## src/design/rdga_pkg.sv

```systemverilog
// shared constants and types for the gray axis distance pipeline
`timescale 1ns / 1ps

package rdga_pkg;

    // channel sample width and result width
    localparam int CHAN_W = 8;
    localparam int DIST_W = 8;

    // radicand 24*s fits 21 bits, padded to an even 22 for two bits per cell
    localparam int RAD_W  = 22;
    // one root bit per cell
    localparam int ROOT_W = RAD_W / 2;
    localparam int NUM_CELLS = ROOT_W;
    // partial remainder never exceeds twice the partial root
    localparam int REM_W  = ROOT_W + 1;

    // reciprocal of six scaled by 2^RECIP_SH, exact for roots below 2^11
    localparam int RECIP_SH = 18;
    localparam logic [15:0] RECIP_SIX = 16'd43691;
    localparam logic [ROOT_W-1:0] ROUND_BIAS = ROOT_W'(3);

    // data handed from one square root cell to the next
    typedef struct packed {
        logic [RAD_W-1:0]  rad;
        logic [REM_W-1:0]  rem;
        logic [ROOT_W-1:0] root;
    } cell_t;

endpackage

```

## src/design/rdga_front.sv

```systemverilog
// front stages: channel differences, squares and scaled radicand 24*s
`timescale 1ns / 1ps

module rdga_front
(
    input  logic                          clk,
    input  logic                          rst_n,
    input  logic                          adv,
    input  logic                          in_valid,
    input  logic [rdga_pkg::CHAN_W-1:0]   red,
    input  logic [rdga_pkg::CHAN_W-1:0]   green,
    input  logic [rdga_pkg::CHAN_W-1:0]   blue,
    output logic                          front_valid,
    output rdga_pkg::cell_t               front_data
);

    logic signed [rdga_pkg::CHAN_W:0]       diff_rg;
    logic signed [rdga_pkg::CHAN_W:0]       diff_gb;
    logic signed [rdga_pkg::CHAN_W:0]       diff_br;
    logic signed [2*rdga_pkg::CHAN_W+1:0]   prod_rg;
    logic signed [2*rdga_pkg::CHAN_W+1:0]   prod_gb;
    logic signed [2*rdga_pkg::CHAN_W+1:0]   prod_br;
    logic [2*rdga_pkg::CHAN_W-1:0]          sq_rg_reg, sq_rg_next;
    logic [2*rdga_pkg::CHAN_W-1:0]          sq_gb_reg, sq_gb_next;
    logic [2*rdga_pkg::CHAN_W-1:0]          sq_br_reg, sq_br_next;
    logic                                   sq_valid_reg;
    logic [2*rdga_pkg::CHAN_W:0]            sq_sum;
    logic [2*rdga_pkg::CHAN_W-1:0]          s_val;
    logic [rdga_pkg::RAD_W-1:0]             rad_next;
    logic [rdga_pkg::RAD_W-1:0]             rad_reg;
    logic                                   rad_valid_reg;

    // squared pairwise differences, each at most 255^2
    always_comb
    begin
        diff_rg = $signed({1'b0, red})   - $signed({1'b0, green});
        diff_gb = $signed({1'b0, green}) - $signed({1'b0, blue});
        diff_br = $signed({1'b0, blue})  - $signed({1'b0, red});
        prod_rg = (2*rdga_pkg::CHAN_W+2)'(diff_rg) * (2*rdga_pkg::CHAN_W+2)'(diff_rg);
        prod_gb = (2*rdga_pkg::CHAN_W+2)'(diff_gb) * (2*rdga_pkg::CHAN_W+2)'(diff_gb);
        prod_br = (2*rdga_pkg::CHAN_W+2)'(diff_br) * (2*rdga_pkg::CHAN_W+2)'(diff_br);
        sq_rg_next = prod_rg[2*rdga_pkg::CHAN_W-1:0];
        sq_gb_next = prod_gb[2*rdga_pkg::CHAN_W-1:0];
        sq_br_next = prod_br[2*rdga_pkg::CHAN_W-1:0];
    end

    // s is half the sum of squares, then 24*s = 16*s + 8*s
    always_comb
    begin
        sq_sum = {1'b0, sq_rg_reg} + {1'b0, sq_gb_reg} + {1'b0, sq_br_reg};
        s_val = sq_sum[2*rdga_pkg::CHAN_W:1];
        rad_next = rdga_pkg::RAD_W'({s_val, 4'b0000}) + rdga_pkg::RAD_W'({s_val, 3'b000});
    end

    // stage valid bits
    always_ff @(posedge clk or negedge rst_n)
    begin
        if (!rst_n)
        begin
            sq_valid_reg  <= 1'b0;
            rad_valid_reg <= 1'b0;
        end
        else if (adv)
        begin
            sq_valid_reg  <= in_valid;
            rad_valid_reg <= sq_valid_reg;
        end
    end

    // stage payload
    always_ff @(posedge clk)
    begin
        if (adv)
        begin
            sq_rg_reg <= sq_rg_next;
            sq_gb_reg <= sq_gb_next;
            sq_br_reg <= sq_br_next;
            rad_reg   <= rad_next;
        end
    end

    // seed for the first root cell
    always_comb
    begin
        front_valid     = rad_valid_reg;
        front_data.rad  = rad_reg;
        front_data.rem  = '0;
        front_data.root = '0;
    end

endmodule

```

## src/design/rdga_cell.sv

```systemverilog
// one square root cell: takes two radicand bits, decides one root bit
`timescale 1ns / 1ps

module rdga_cell
(
    input  logic             clk,
    input  logic             rst_n,
    input  logic             adv,
    input  logic             prev_valid,
    input  rdga_pkg::cell_t  prev_data,
    output logic             cell_valid,
    output rdga_pkg::cell_t  cell_data
);

    logic [rdga_pkg::REM_W+1:0] rem_wide;
    logic [rdga_pkg::REM_W+1:0] trial;
    logic [rdga_pkg::REM_W+1:0] rem_diff;
    logic                       take;
    logic                       valid_reg;
    rdga_pkg::cell_t            data_reg;
    rdga_pkg::cell_t            data_next;

    // bring in the next two radicand bits and test root bit against 4q+1
    always_comb
    begin
        rem_wide = {prev_data.rem, prev_data.rad[rdga_pkg::RAD_W-1 -: 2]};
        trial    = (rdga_pkg::REM_W+2)'({prev_data.root, 2'b01});
        rem_diff = rem_wide - trial;
        take     = (rem_wide >= trial);
        data_next.rad  = {prev_data.rad[rdga_pkg::RAD_W-3:0], 2'b00};
        data_next.rem  = take ? rem_diff[rdga_pkg::REM_W-1:0]
                              : rem_wide[rdga_pkg::REM_W-1:0];
        data_next.root = {prev_data.root[rdga_pkg::ROOT_W-2:0], take};
    end

    // cell valid bit
    always_ff @(posedge clk or negedge rst_n)
    begin
        if (!rst_n)
        begin
            valid_reg <= 1'b0;
        end
        else if (adv)
        begin
            valid_reg <= prev_valid;
        end
    end

    // cell payload
    always_ff @(posedge clk)
    begin
        if (adv)
        begin
            data_reg <= data_next;
        end
    end

    assign cell_valid = valid_reg;
    assign cell_data  = data_reg;

endmodule

```

## src/design/rgb_distance_to_gray_axis.sv

```systemverilog
// top level: rgb pixel distance to the gray axis, one pixel per clock unless held
`timescale 1ns / 1ps

//  channel   handshake            payload
//  input     in_valid / in_ready  red, green, blue (8 bits each)
//  output    out_valid / out_ready gray_distance (8 bits)
//
// a pixel may enter every clock while the row advances; each result passes through
// two front stages, eleven root cells (one root bit each) and the output register.
// the whole row advances together; it holds only while the output register is
// full and out_ready is low, so in_ready follows that condition.
// rst_n clears every stage valid bit at once.

module rgb_distance_to_gray_axis
(
    input  logic                          clk,
    input  logic                          rst_n,
    input  logic                          in_valid,
    output logic                          in_ready,
    input  logic [rdga_pkg::CHAN_W-1:0]   red,
    input  logic [rdga_pkg::CHAN_W-1:0]   green,
    input  logic [rdga_pkg::CHAN_W-1:0]   blue,
    output logic                          out_valid,
    input  logic                          out_ready,
    output logic [rdga_pkg::DIST_W-1:0]   gray_distance
);

    logic                       adv;
    logic                       chain_valid [0:rdga_pkg::NUM_CELLS];
    rdga_pkg::cell_t            chain_data  [0:rdga_pkg::NUM_CELLS];
    logic [rdga_pkg::ROOT_W-1:0] root_biased;
    logic [rdga_pkg::ROOT_W+15:0] quot_prod;
    logic [rdga_pkg::DIST_W-1:0] dist_next;
    logic [rdga_pkg::DIST_W-1:0] dist_reg;
    logic                       out_valid_reg;

    // row moves whenever the output register is free or being drained
    assign adv      = !out_valid_reg || out_ready;
    assign in_ready = adv;

    // differences, squares and radicand
    rdga_front u_front
    (
        .clk         (clk),
        .rst_n       (rst_n),
        .adv         (adv),
        .in_valid    (in_valid),
        .red         (red),
        .green       (green),
        .blue        (blue),
        .front_valid (chain_valid[0]),
        .front_data  (chain_data[0])
    );

    // row of root cells, most significant root bit first
    for (genvar i = 0; i < rdga_pkg::NUM_CELLS; i++)
    begin : g_cell
        rdga_cell u_cell
        (
            .clk        (clk),
            .rst_n      (rst_n),
            .adv        (adv),
            .prev_valid (chain_valid[i]),
            .prev_data  (chain_data[i]),
            .cell_valid (chain_valid[i+1]),
            .cell_data  (chain_data[i+1])
        );
    end

    // rounding: floor((m + 3) / 6) through a reciprocal multiply
    always_comb
    begin
        root_biased = chain_data[rdga_pkg::NUM_CELLS].root + rdga_pkg::ROUND_BIAS;
        quot_prod   = (rdga_pkg::ROOT_W+16)'(root_biased)
                    * (rdga_pkg::ROOT_W+16)'(rdga_pkg::RECIP_SIX);
        dist_next   = quot_prod[rdga_pkg::RECIP_SH +: rdga_pkg::DIST_W];
    end

    // output register valid
    always_ff @(posedge clk or negedge rst_n)
    begin
        if (!rst_n)
        begin
            out_valid_reg <= 1'b0;
        end
        else if (adv)
        begin
            out_valid_reg <= chain_valid[rdga_pkg::NUM_CELLS];
        end
    end

    // output register payload
    always_ff @(posedge clk)
    begin
        if (adv)
        begin
            dist_reg <= dist_next;
        end
    end

    assign out_valid     = out_valid_reg;
    assign gray_distance = dist_reg;

endmodule

```

## config.mk

```make
export PLATFORM = sky130hd
export DESIGN_NAME = rgb_distance_to_gray_axis
export DESIGN_NICKNAME = d
export VERILOG_FILES = /design/src/design/rdga_pkg.sv /design/src/design/rdga_front.sv /design/src/design/rdga_cell.sv /design/src/design/rgb_distance_to_gray_axis.sv
export SDC_FILE = /design/constraint.sdc
export NUM_CORES = 1
export LEC_CHECK = 0
export BUFFER_PORTS_ARGS = -buffer_cell sky130_fd_sc_hd__buf_2
export CAP_MARGIN = 20
export CORE_MARGIN = 4
export CORE_UTILIZATION = 55
export DETAILED_ROUTE_END_ITERATION = 7
export GPL_ROUTABILITY_DRIVEN = 0
export HOLD_SLACK_MARGIN = 0.06
export PLACE_DENSITY = 0.7
export SLEW_MARGIN = 10
export SYNTH_ARGS = -nofsm -noshare
export SYNTH_HDL_FRONTEND = slang
export SYNTH_HIERARCHICAL = 1
export SYNTH_SLANG_ARGS = --single-unit
```

## constraint.sdc

```tcl
create_clock -name clk -period 42.8 [get_ports clk]
set_input_delay 4.28 -clock clk [delete_from_list [all_inputs] [get_ports clk]]
set_output_delay 4.28 -clock clk [all_outputs]
set_load 0.005 [all_outputs]
```

## Word-level counts from Yosys, hierarchy flattened

Index checks and enable logic that the tools add are counted.

| word-level totals | value |
|---|---|
| word-level logic and storage cells | 95 |
| bits of input ports | 28 |
| output and inout port bits | 10 |
| bits in registers | 379 |

| operators by class | value |
|---|---|
| add/sub/neg operators | 17 |
| multiplexer cells | 10 |
| reductions and logical operators | 2 |
| magnitude comparators | 11 |
| multipliers | 4 |

Operator list:

| operator | count |
|---|---|
| $mux 12 | 9 |
| $mul 9x9->16 | 3 |
| $sub 8x8->9 | 3 |
| $mul 11x16->26 const B | 1 |
| $add 20x19->21 | 1 |
| $add 16x16->17 | 1 |
| $add 17x16->17 | 1 |
| $ge 14x10->1 | 1 |
| $ge 14x11->1 | 1 |
| $ge 14x12->1 | 1 |
| $ge 14x3->1 | 1 |
| $ge 14x4->1 | 1 |
| $ge 14x5->1 | 1 |
| $ge 14x6->1 | 1 |
| $ge 14x7->1 | 1 |
| $ge 14x8->1 | 1 |
| $ge 14x9->1 | 1 |
| $sub 12x10->12 | 1 |
| $sub 12x11->12 | 1 |
| $sub 12x3->12 | 1 |
| $sub 12x4->12 | 1 |
| $sub 12x5->12 | 1 |
| $sub 12x6->12 | 1 |
| $sub 12x7->12 | 1 |
| other kinds (8) | 8 |

## Depth between registers and ports, before layout

Gate-level depths: netlist (run 1).

| logic depth | value |
|---|---|
| depth in word-level cells | 3 |
| depth in mapped cells | 31 |

## Hierarchy

Netlist (run 1), hierarchy kept.

By module, submodules not included:

| module | cells an instance | area each (um2) | instances | sequential area each (um2) |
|---|---|---|---|---|
| rdga_cell (g_cell[0].u_cell ...) | 160 | 2198.4 | 10 | 1316.3 |
| rdga_front | 1198 | 11583.6 | 1 | 1941.9 |
| rgb_distance_to_gray_axis | 295 | 2941.6 | 1 | 265.3 |
| rdga_cell (g_cell[7].u_cell) | 151 | 2173.3 | 1 | 1316.3 |

## Least setup slack after synthesis (run 1)

Ideal clock, no wire load.

| path | value |
|---|---|
| path type | input to output |
| start | in out_ready |
| end | out in_ready |
| stages | 1 |
| slack | 20.927 ns |
| data arrival time | 17.593 ns |
| cells stage by stage | nand2b_1 |

| between the ends | value |
|---|---|
| longest elaborated chain between the ends | 1 |

RTL lines:

| item | line | source |
|---|---|---|
| start, declared | rgb_distance_to_gray_axis.sv:24 | `input logic out_ready,` |
| $logic_or 1x1->1 | rgb_distance_to_gray_axis.sv:38 | `assign adv = !out_valid_reg \|\| out_ready;` |
| end, declared | rgb_distance_to_gray_axis.sv:19 | `output logic in_ready,` |

Every way passes these cells.

## Worst setup path after layout (run 1)

| path | value |
|---|---|
| start | in green[1] in the netlist's numbering |
| end | reg u_front/sq_rg_reg[15] in the netlist's numbering, data pin |

| between the ends | value |
|---|---|
| longest elaborated chain between the ends | 2 |

RTL lines:

| item | line | source |
|---|---|---|
| start, declared | rgb_distance_to_gray_axis.sv:21 | `input logic [rdga_pkg::CHAN_W-1:0] green,` |
| $sub 8x8->9 | rdga_front.sv:36 | `diff_rg = $signed({1'b0, red}) - $signed({1'b0, green});` |
| $mul 9x9->16 | rdga_front.sv:39 | `prod_rg = (2*rdga_pkg::CHAN_W+2)'(diff_rg) * (2*rdga_pkg::CHAN_W+2)'(diff_rg);` |
| named net u_front.prod_rg, one bit | rdga_front.sv:20 | `logic signed [2*rdga_pkg::CHAN_W+1:0] prod_rg;` |
| end signal, assigned | rdga_front.sv:75 | `sq_rg_reg <= sq_rg_next;` |
| end, declared | rdga_front.sv:23 | `logic [2*rdga_pkg::CHAN_W-1:0] sq_rg_reg, sq_rg_next;` |

The timed path passes the listed nets, and every way through them passes these cells.
A chain may end at the register's enable or synchronous reset.

==> flow_metrics.tcl, run 1 <==
set metrics [dict create \
    status "complete, no violations" \
    wl_per_cell_um 16.07 \
    first_iter_violations 1234 \
    largest_reg_flops 351 \
    min_path_type "register to register" \
    drive_gt1_frac 0.1021 \
    drtPass1Iterations 5 \
    grt_pass1_vias 22886 \
    ant_nets 0 \
    path_max_fanout 8 \
    gr-usage-all-layers 0.1947 \
    grt_start_max_net_pins 90 \
    routed_wl_um 63960 \
    die_area_mm2 0.06647 \
    antenna_found_initial 0 \
    skew_ns 0.02620 \
    worst_ep_required_time_ns 43.14 \
    end_kind "register" \
    fin_crit_sh 0.2419 \
    worstSetupEndpoint "u_front/sq_rg_reg[15]$_DFFE_PP_" \
    synth_warnings 6 \
    hold_viol_final 0 \
    critPathSlowestCell "fa_1" \
    clockBufferDepth 3 \
    reg2reg_slack_ns 36.91 \
    path_clk_slew_ns 0.06 \
    cts_sinks 436 \
    cts_buffers 48 \
    postCtsSetupBuffers 0 \
    die_h_um 257.8 \
    cts_resized 0 \
    period_needed_ns 10.35 \
    path_depth 29 \
    worstMarginPinSlew_ns 0.9663 \
    setup_viol 0 \
    rr_worst_depth 21 \
    crit_buf_inv 7 \
    worstSkewPairLatency_ns 0.59 \
    grt_pass1_wl_um 108400 \
    slew_headroom 0.3558 \
    finalMaxSlewViolations 0 \
    r2r-end "gray_distance[5]$_DFFE_PP_" \
    postCtsHoldBufs 0 \
    vias 22025 \
    fmax_mhz 96.60 \
    rsz0062_at_grt "no" \
    io_buffers 37 \
    path_delay_family "adder cells" \
    die_x_um 257.8 \
    tritoncts "yes" \
    coreArea_mm2 0.06171 \
    cpPeakStageDelay_ns 0.55 \
    fin_tns_setup_ns 0 \
    syn_avg_cell_area_um2 11.35 \
    dp_hpwl_um 50710 \
    area_growth_pct 7.648 \
    htree_levels 2 \
    reg2reg_from "g_cell[10].u_cell/cell_data[0]$_DFFE_PP_" \
    io-pin-count 38 \
    crit_type "input port to register" \
    cp_data_arrival_time_ns 10.69 \
    nets 3721 \
    cp-start-kind "input port" \
    num_antenna_cells 0 \
    synth_area_mm2 0.03432 \
    viasPerCell 5.534 \
    max-cap-violations 0 \
    clockRootBuffer "clkbuf_16" \
    drc 0 \
    start_util 0.5562 \
    critPathLaunch "green[1]" \
    grt_overflow 0 \
    rows 91 \
    syn_inst 3023 \
]
-- per-stage QoR --
| stage | instances | utilization | hold WS [ns] | area (µm²) | setup slack, ns |
|---|---|---|---|---|---|
| finish | 3980 | 0.5987 | 0.4079 | 36950 | 32.45 |
| global route | 3980 | 0.5987 | 0.4208 | 36950 | 32.01 |
| CTS | 3979 | 0.5983 | 0.4116 | 36920 | 32.49 |
| detailed placement | 3892 | 0.5743 | 0.4045 | 35440 | 31.88 |
| global placement | 3892 | 0.5743 | 0.4006 | 35440 | 32.07 |
| floorplan | 3051 | - | 0.4003 | 34430 | 23.82 |
-- area by class of cell --
cell class,instances,area [µm²]
clock inverter,29,220.2
fill,5002,24760
sequential,436,13020
tap,837,1047
multi-input combinational,2040,19080
inverter,537,2067
timing repair buffer,43,250.2
clock buffer,58,1260
-- layer usage --
metal / track usage / part of all wire / up-vias
li1: - / - / 10691
met1: 0.2333 / 0.41 / 10633
met2: 0.3584 / 0.52 / 522
met3: 0.02579 / 0.034 / 179
met4: 0.07219 / 0.039 / 0
met5: 0 / 0 / -
-- layout by cell type (no fill, tap or decap), types with 49 or more instances in the layout --
cell / instances
inv_1: 496
clkbuf_16: 49
fa_1: 200
ha_1: 387
a21oi_1: 118
edfxtp_1: 422
nor2_1: 131
a21o_1: 71
xor2_1: 54
nand3_1: 50
mux2_4: 70
nand2_1: 165
xnor2_1: 146
-- how the worst min path moves through the flow --
stage                                                         from                                       end  slack, ns  cells after the start
after floorplan                       u_front/rad_reg[3]$_DFFE_PP_  g_cell[0].u_cell/cell_data[28]$_DFFE_PP_       0.40                      0
after global placement    g_cell[6].u_cell/cell_data[42]$_DFFE_PP_  g_cell[7].u_cell/cell_data[44]$_DFFE_PP_       0.40                      0
after detailed placement  g_cell[1].u_cell/cell_data[31]$_DFFE_PP_  g_cell[2].u_cell/cell_data[33]$_DFFE_PP_       0.40                      0
after CTS                 g_cell[8].u_cell/cell_data[42]$_DFFE_PP_  g_cell[9].u_cell/cell_data[44]$_DFFE_PP_       0.41                      0
after global routing      g_cell[5].u_cell/cell_data[41]$_DFFE_PP_  g_cell[6].u_cell/cell_data[43]$_DFFE_PP_       0.42                      0
final                     g_cell[7].u_cell/cell_data[41]$_DFFE_PP_  g_cell[8].u_cell/cell_data[43]$_DFFE_PP_       0.41                      0
Power of run 1 is left out: the tool's default activity adds up to more than one toggle a clock period on the data nets, which glitch-free logic cannot reach.
==> run 2, diff against run 1 <==
--- a/config.mk
+++ b/config.mk
@@ -12,7 +12,7 @@
 export DETAILED_ROUTE_END_ITERATION = 7
 export GPL_ROUTABILITY_DRIVEN = 0
 export HOLD_SLACK_MARGIN = 0.06
-export PLACE_DENSITY = 0.7
+export PLACE_DENSITY = 0.73
 export SLEW_MARGIN = 10
 export SYNTH_ARGS = -nofsm -noshare
 export SYNTH_HDL_FRONTEND = slang
==> constraint.sdc (replaced) <==
create_clock -name clk -period 9 [get_ports clk]
set_input_delay 0.9 -clock clk [delete_from_list [all_inputs] [get_ports clk]]
set_output_delay 0.9 -clock clk [all_outputs]
set_load 0.005 [all_outputs]
==> run 2 against run 1 <==
Clock skew increased by 0.0093 ns. Die area stayed put. First-iteration DRC count decreased by 8.7%. Highest routed layer unchanged. Clock-buffer cell count shrank 1.
==> flow_metrics.tcl, run 2 (same netlist as run 1, synthesis figures left out) <==
set metrics [dict create \
    coreArea_mm2 0.06171 \
    cp_data_arrival_time_ns 7.35 \
    worstMarginPinSlew_ns 0.9237 \
    wl_per_cell_um 16.07 \
    period_needed_ns 7.020 \
    routed_wl_um 63920 \
    drtPass1Iterations 5 \
    grt_pass1_vias 23374 \
    fin_crit_sh 0.7800 \
    min_path_type "input port to asynchronous set/reset pin" \
    htree_levels 2 \
    io_buffers 37 \
    rsz0062_at_grt "no" \
    rows 91 \
    worst_ep_required_time_ns 9.33 \
    instances_no_fill 3978 \
    hold_viol_final 0 \
    end_kind "register" \
    postCtsSetupBuffers 0 \
    area_growth_pct 8.071 \
    die_h_um 257.8 \
    path_max_fanout 5 \
    reg2reg_from "g_cell[10].u_cell/cell_data[0]$_DFFE_PP_" \
    nFillCells 4928 \
    postCtsHoldBufs 0 \
    most-common-layout-cells "496 x inv_1, 422 x edfxtp_1, 387 x ha_1, 200 x fa_1, 165 x nand2_1" \
    cts_resized 0 \
    cts_sinks 436 \
    skew_ns 0.03553 \
    grt_pass1_wl_um 109800 \
    finalInstanceArea_mm2 0.03709 \
    max-cap-violations 0 \
    drive_gt1_frac 0.1041 \
    dp_hpwl_um 50390 \
    cts_buffers 48 \
    fin_tns_setup_ns 0 \
    cpPeakStageDelay_ns 0.60 \
    cp-start-kind "input port" \
    seqCellArea_mm2 0.01302 \
    final_common_cell "inv_1" \
    finalMaxSlewViolations 0 \
    crit_buf_inv 7 \
    placed_cell_area_mm2 0.03545 \
    first_iter_violations 1127 \
    viasPerCell 5.555 \
    critPathSlowestCell "fa_1" \
    grt_overflow 0 \
    gr-usage-all-layers 0.1962 \
    worstSkewPairLatency_ns 0.60 \
    io-pin-count 38 \
    largest_reg_flops 351 \
    die_area_mm2 0.06647 \
    placed_cells 3890 \
    clockRootBuffer "clkbuf_16" \
    vias 22097 \
    critPathLaunch "red[0]" \
    crit_type "input port to register" \
    tritoncts "yes" \
    grt_start_max_net_pins 181 \
    nets 3718 \
    path_clk_slew_ns 0.06 \
    path_delay_family "adder cells" \
    setup_viol 0 \
    status "complete, no violations" \
    antenna_found_initial 0 \
    multi_input_area_mm2 0.01908 \
    drc 0 \
    num_antenna_cells 0 \
    start_util 0.5562 \
    ant_nets 0 \
    fin_hold_ws_ns 0.1851 \
    die_x_um 257.8 \
    fmax_mhz 142.5 \
    clockBufferDepth 3 \
    slew_headroom 0.3842 \
]
[run 2: cell count changes in the layout (fill, tap and decap cells not counted), moves of 3 or more]
cell / previous run / this run
clkinvlp_4: 5 / 1
buf_4: 5 / 1
clkinv_1: 8 / 5
clkbuf_8: 0 / 4
clkbuf_1: 9 / 4
bufinv_16: 1 / 5
[run 2: through the flow]
stage / utilization / setup slack, ns
finish: 0.6011 / 1.980
global route: 0.6011 / 1.635
CTS: 0.6011 / 2.035
detailed placement: 0.5745 / 1.431
global placement: 0.5745 / 1.671
floorplan: - / 1.697
[run 2: per-layer routing]
layer  up-vias  track usage  wire (µm)
met5         -            0          0
li1      10692            -          -
met4         0      0.07460       2498
met2       471       0.3681      33570
met1     10767       0.2287      25730
met3       167      0.02471       2128
[run 2: area by class of cell]
class | count | area share
clock buffers | 57 | 0.03495
clock inverters | 31 | 0.009344
inverters | 537 | 0.05572
multi-input cells | 2040 | 0.5144
flip-flops and latches | 436 | 0.3511
well taps | 837 | 0.02823
repair buffers | 40 | 0.006274
[run 2: path summary, 6_finish.rpt]
path	slack, ns	to	cells past startpoint
worst min register to register	0.40	g_cell[8].u_cell/cell_data[43]$_DFFE_PP_	0
min in group clk	0.40	g_cell[8].u_cell/cell_data[43]$_DFFE_PP_	0
max in group asynchronous	8.58	g_cell[1].u_cell/cell_valid$_DFFE_PN0P_	1
worst max-delay path	1.98	u_front/sq_rg_reg[15]$_DFFE_PP_	31
worst max register to register	3.10	gray_distance[5]$_DFFE_PP_	21
worst min-delay path	0.19	g_cell[10].u_cell/cell_valid$_DFFE_PN0P_	1
[run 2: worst register-to-register path, cell delays in order (launching register included)]
cell and delay (ns):
edfxtp_1 0.36, inv_1 0.15, ha_1 0.32, nor3_4 0.22, nand3_1 0.12, xnor2_1 0.37
ha_1 0.26, inv_1 0.09, fa_1 0.49, fa_1 0.59, inv_1 0.10, fa_1 0.49
xor2_1 0.16, ha_1 0.20, a21o_1 0.16, ha_1 0.38, and3_4 0.22, and2_4 0.16
a211oi_4 0.21, nand2_2 0.14, a311oi_2 0.28, xnor2_1 0.13
Power of run 2 is left out for the same reason.
